--- src/rtl/lzw_fifo.sv ---
// Small first-word-fall-through queue used on the input and output sides.
`timescale 1ns / 1ps
`default_nettype none
module lzw_fifo #(
    parameter int WIDTH = 8,
    parameter int DEPTH = 2
) (
    input  wire              i_clk,
    input  wire              i_rst_n,
    input  wire              i_push,
    input  wire  [WIDTH-1:0] i_data,
    output logic             o_full,
    input  wire              i_pop,
    output logic [WIDTH-1:0] o_data,
    output logic             o_empty
);
    localparam int PW = (DEPTH > 1) ? $clog2(DEPTH) : 1;

    logic [WIDTH-1:0] r_mem [DEPTH];
    logic [PW-1:0]    r_wp, r_rp;
    logic [PW:0]      r_cnt;
    logic             push_ok, pop_ok;

    assign o_full  = (r_cnt == (PW+1)'(DEPTH));
    assign o_empty = (r_cnt == '0);
    assign push_ok = i_push && !o_full;
    assign pop_ok  = i_pop && !o_empty;
    assign o_data  = r_mem[r_rp];

    always_ff @(posedge i_clk) begin
        if (push_ok) begin
            r_mem[r_wp] <= i_data;
        end
        if (!i_rst_n) begin
            r_wp  <= '0;
            r_rp  <= '0;
            r_cnt <= '0;
        end else begin
            if (push_ok) begin
                r_wp <= (r_wp == PW'(DEPTH-1)) ? '0 : r_wp + 1'b1;
            end
            if (pop_ok) begin
                r_rp <= (r_rp == PW'(DEPTH-1)) ? '0 : r_rp + 1'b1;
            end
            r_cnt <= r_cnt + (PW+1)'(push_ok) - (PW+1)'(pop_ok);
        end
    end
endmodule
`default_nettype wire

--- config.mk ---
export PLATFORM = sky130hd
export DESIGN_NAME = lzw_fifo
export DESIGN_NICKNAME = d
export VERILOG_FILES = /design/src/rtl/lzw_fifo.sv
export SDC_FILE = /design/constraint.sdc
export NUM_CORES = 1
export LEC_CHECK = 0
export ABC_AREA = 1
export BUFFER_PORTS_ARGS = -buffer_cell sky130_fd_sc_hd__buf_2
export CORE_ASPECT_RATIO = 0.7
export CORE_MARGIN = 1
export CORE_UTILIZATION = 45
export CTS_BUF_LIST = sky130_fd_sc_hd__clkbuf_16
export DETAILED_ROUTE_END_ITERATION = 16
export PLACE_DENSITY = 0.74
export SLEW_MARGIN = 20
export SYNTH_ARGS = -nofsm -noshare
export SYNTH_HDL_FRONTEND = slang
export SYNTH_SLANG_ARGS = --single-unit
export TNS_END_PERCENT = 50
--- constraint.sdc ---
create_clock -name i_clk -period 2.8 [get_ports i_clk]
set_input_delay 0.28 -clock i_clk [delete_from_list [all_inputs] [get_ports i_clk]]
set_output_delay 0.28 -clock i_clk [all_outputs]
set_load 0.02 [all_outputs]
-- After elaboration in Yosys (flattened, before gate mapping)
Memory sizes are Yosys's and may differ from the RTL's. A register that Yosys moved wholly into a read port is not among the register bits.
Cells that the tools add are included.
- flip-flop bits (word level): 4
- memory bits (writable): 16
- word-level logic and storage cells: 20
- memories kept: 1
- memories (memory ; depth ; width ; read ports ; clocked after memory_dff ; write ports ; line ; source):
    r_mem ; 2 ; 8 ; 1 ; 1 ; 1 ; 19 ; logic [WIDTH-1:0] r_mem [DEPTH];
- add/sub/neg operators: 4
- equal/unequal tests: 1
- mux-type cells: 6
- reduce and logical (&&, ||, !) cells: 5
- operator list (kind ; count):
    1-bit 2-to-1 mux ; 6
    1-bit adder (second input constant) ; 2
    2-bit by 1-bit adder with 2-bit output ; 1
    2-bit equality test (second input constant) ; 1
    1-bit logical AND ; 2
    1-bit logical NOT ; 2
    2-bit logical NOT ; 1
    2-bit by 1-bit subtractor with 2-bit output ; 1

-- Depth between registers and ports, before layout
- word-level depth: 5
- depth in mapped cells: 11
- depth with buffers taken out: 11

-- Least setup slack after synthesis
No wires, ideal clock.
- path kind: reg2reg
- from: reg r_cnt[1]
- to: reg r_cnt[1]
- arrival time: 1378 ps
- slack: 1307 ps
- cell stages (with the launch flop): 10
- path buffers: 0
- cells stage by stage: dfxtp_1 -> nor2_2 -> nor2_2 -> ha_1 -> inv_1 -> ha_1 -> inv_1 -> nand2_1 -> a21oi_1 -> nor2_1
- RTL lines (element ; line ; source):
    start, declared ; 21 ; logic [PW:0] r_cnt;
    start signal, assigned ; 45 ; r_cnt <= r_cnt + (PW+1)'(push_ok) - (PW+1)'(pop_ok);
    2-bit logical NOT ; 25 ; assign o_empty = (r_cnt == '0);
    via o_empty ; 15 ; output logic o_empty
    1-bit logical NOT ; 27 ; assign pop_ok = i_pop && !o_empty;
    1-bit logical AND ; 27 ;
    via pop_ok ; 22 ; logic push_ok, pop_ok;
    2-bit by 1-bit subtractor with 2-bit output ; 45 ;
The timed path passes the listed nets, and every way through them passes these cells.
A chain may end at the register's enable or synchronous reset.

==> metrics.txt <==
outcome=completed; grt met3 use=7.06%; Via Count=513; post-detail-place hpwl=978 µm; fillers=136; Routability Congestion=0.727; vias per inst=4.75; global-route wire length before repair=2.23 mm; worst slew pin tran=0.698 ns; share of cells above drive strength 1=40.2%; pin count of the biggest net entering global routing=13; # nets final=102; clk sinks=21; skew final=0.00461 ns; PwrDens=1010 mW/mm²; Pre-antenna DRT Iters=4; CP required=2.52 ns; Worst Path Max Fanout=8; TNS Setup=0 ns; hold-critical path endpoint=r_mem[1][6]; Slowest cell on crit path=dfxtp_1; Hold Path Depth=1; Chip Width=54.4 µm; fin util=62.8%; gr usage total=16.8%; antenna violations before repair=0; PortBufs=21; Rel. slew slack=53.3%; Remaining DRCs=0; final number of max-transition violations=0; crit-path cells=mux2_4 > buf_2; GR Util met1=18.6%; syn avg cell area=13.7 µm²; area of the core=0.00170 mm²; Cells after Synth=63; gr ovfl total=0; H-tree lvl count=1; period utilisation layout=59.8%; met2 usage=28.0%; Post-CTS Setup Inserts=0; Clock Tree Root=clkbuf_16; reg-to-reg endpoint=r_cnt[1]; Lkg Pwr=0.000483 µW; hold_buf cts=0; Worst VDD drop=0.539 mV; CP Capture Type=output port; synthesized cell area=865 µm²; Worst R2R Path Depth=10; post-DR wirelength/cell=12.9 µm; clk buf depth=2; Distinct cells, synth=11; Post-CTS Resized=0; Worst Hold Launch=i_data[6]; startpoint types=flip-flop; Synth Net Count=77; fmax=0.597 GHz; critical path's largest stage delay=0.63 ns; die area=0.00210 mm²; Critical R2R Launch=r_cnt[0]; antenna diode count=0; HP Class=input port to flip-flop; Final setup viols=0; clock latency on the worst-skew pair=0.25 ns; RSZ-0062 raised after global routing=no; DIE HEIGHT=38.7 µm; r2r setup slk=1.24 ns; Max Cap Viol=0; CTS clk-pin slew, worst paths=0.06 ns; Starting Density=51.0%; number of synthesized register bits=21; grt peak-use layer=met2; DRT antenna net count=0; I/O pin total=22; sequential-to-total area share from yosys stat=67.1%; vias in the first global route=508; TritonCTS clock tree=done; Routed WL=1.39 mm; total CTS buffers=3; Row Count=12; Synth Warn #=0; WS Path Type=flip-flop to output port; Hold Fails Final Rpt=0; Critical Path AT=1.40 ns; DRT iter0 DRCs=7; Final min period=1.68 ns; area delta synth->final=23.2%
[state kept, by name (all words and copies together), names as in the netlist, named ones only]
register	flops
r_mem	16
r_rp	1
r_wp	1
r_cnt	2
[layout by cell type (no fill, tap or decap)]
cell / n
a21oi_1: 2
buf_2: 21
clkbuf_16: 3
clkinv_2: 1
dfxtp_1: 5
edfxtp_1: 16
ha_1: 2
inv_1: 9
mux2_4: 8
nand2_1: 9
nand3_1: 3
nor2_1: 6
nor2_2: 2
[metal layers]
layer,vias up,wire (µm)
li1,261,-
met5,-,0
met1,234,620
met2,18,690
met4,0,0
met3,0,80
[area by class of cell]
cell class / instances / area [µm²] / area share [%]
timing repair buffer: 21 / 105 / 9.87
clock buffer: 3 / 75.1 / 7.05
sequential: 21 / 581 / 54.5
inverter: 9 / 33.8 / 3.17
multi-input combinational: 32 / 239 / 22.4
tap: 21 / 26.3 / 2.47
clock inverter: 1 / 5.00 / 0.470
[logic make-up (layout without fill, tap and decap cells)]
| kind of cell | Yosys count | in the layout | synth area share (%) |
|---|---|---|---|
| compound gates | 2 | 2 | 1.16 |
| fa+ha+maj | 2 | 2 | 2.89 |
| mux | 8 | 8 | 13.9 |
| buf+inv | 10 | 34 | 5.21 |
| simple gates | 20 | 20 | 9.69 |
| flops | 21 | 21 | 67.1 |
[where the power goes]
part	internal (µW)	total, µW	leakage (µW)	switching [µW]
combinational	141	327	0.000251	185
sequential	402	447	0.000191	44.5
clock	192	298	0.0000409	106
[worst max path at each step]
stage               from           to  slack (ns)  cells after the start
3_3_place_gp    r_cnt[0]  r_mem[0][4]        1.27                      4
5_1_grt        flip-flop    o_data[7]        1.05                      2
2_1_floorplan   r_cnt[1]     r_cnt[1]        1.31                      9
3_5_place_dp    r_cnt[0]  r_mem[0][2]        1.25                      4
6_report       flip-flop    o_data[7]        1.12                      2
4_1_cts        flip-flop    o_data[7]        1.10                      2
[worst max-delay path: cells and delay by family, from the launching register on]
| family | cells | cell delay [ns] |
|---|---|---|
| buffers and inverters | 1 | 0.16 |
| flip-flops | 1 | 0.63 |
| multiplexers | 1 | 0.35 |
[cells in the mapped netlist]
master / number / area share (%)
buf_6: 1 / 1.3
nor2_1: 6 / 2.6
ha_1: 2 / 2.9
inv_1: 9 / 3.9
nand3_1: 3 / 1.7
nor2_2: 2 / 1.4
mux2_4: 8 / 14
dfxtp_1: 5 / 12
nand2_1: 9 / 3.9
edfxtp_1: 16 / 56
a21oi_1: 2 / 1.2
[per-stage QoR]
step,cell area (µm²),power (µW),setup WS (ns),std cells,hold WS (ns)
2_1_floorplan,865,700,1.31,63,0.373
3_3_place_gp,985,771,1.27,104,0.468
3_5_place_dp,985,779,1.25,104,0.473
4_1_cts,1060,1080,1.10,108,0.215
5_1_grt,1060,1150,1.05,108,0.210
6_report,1060,1070,1.12,108,0.217
Power figures use the tool's default switching activity.
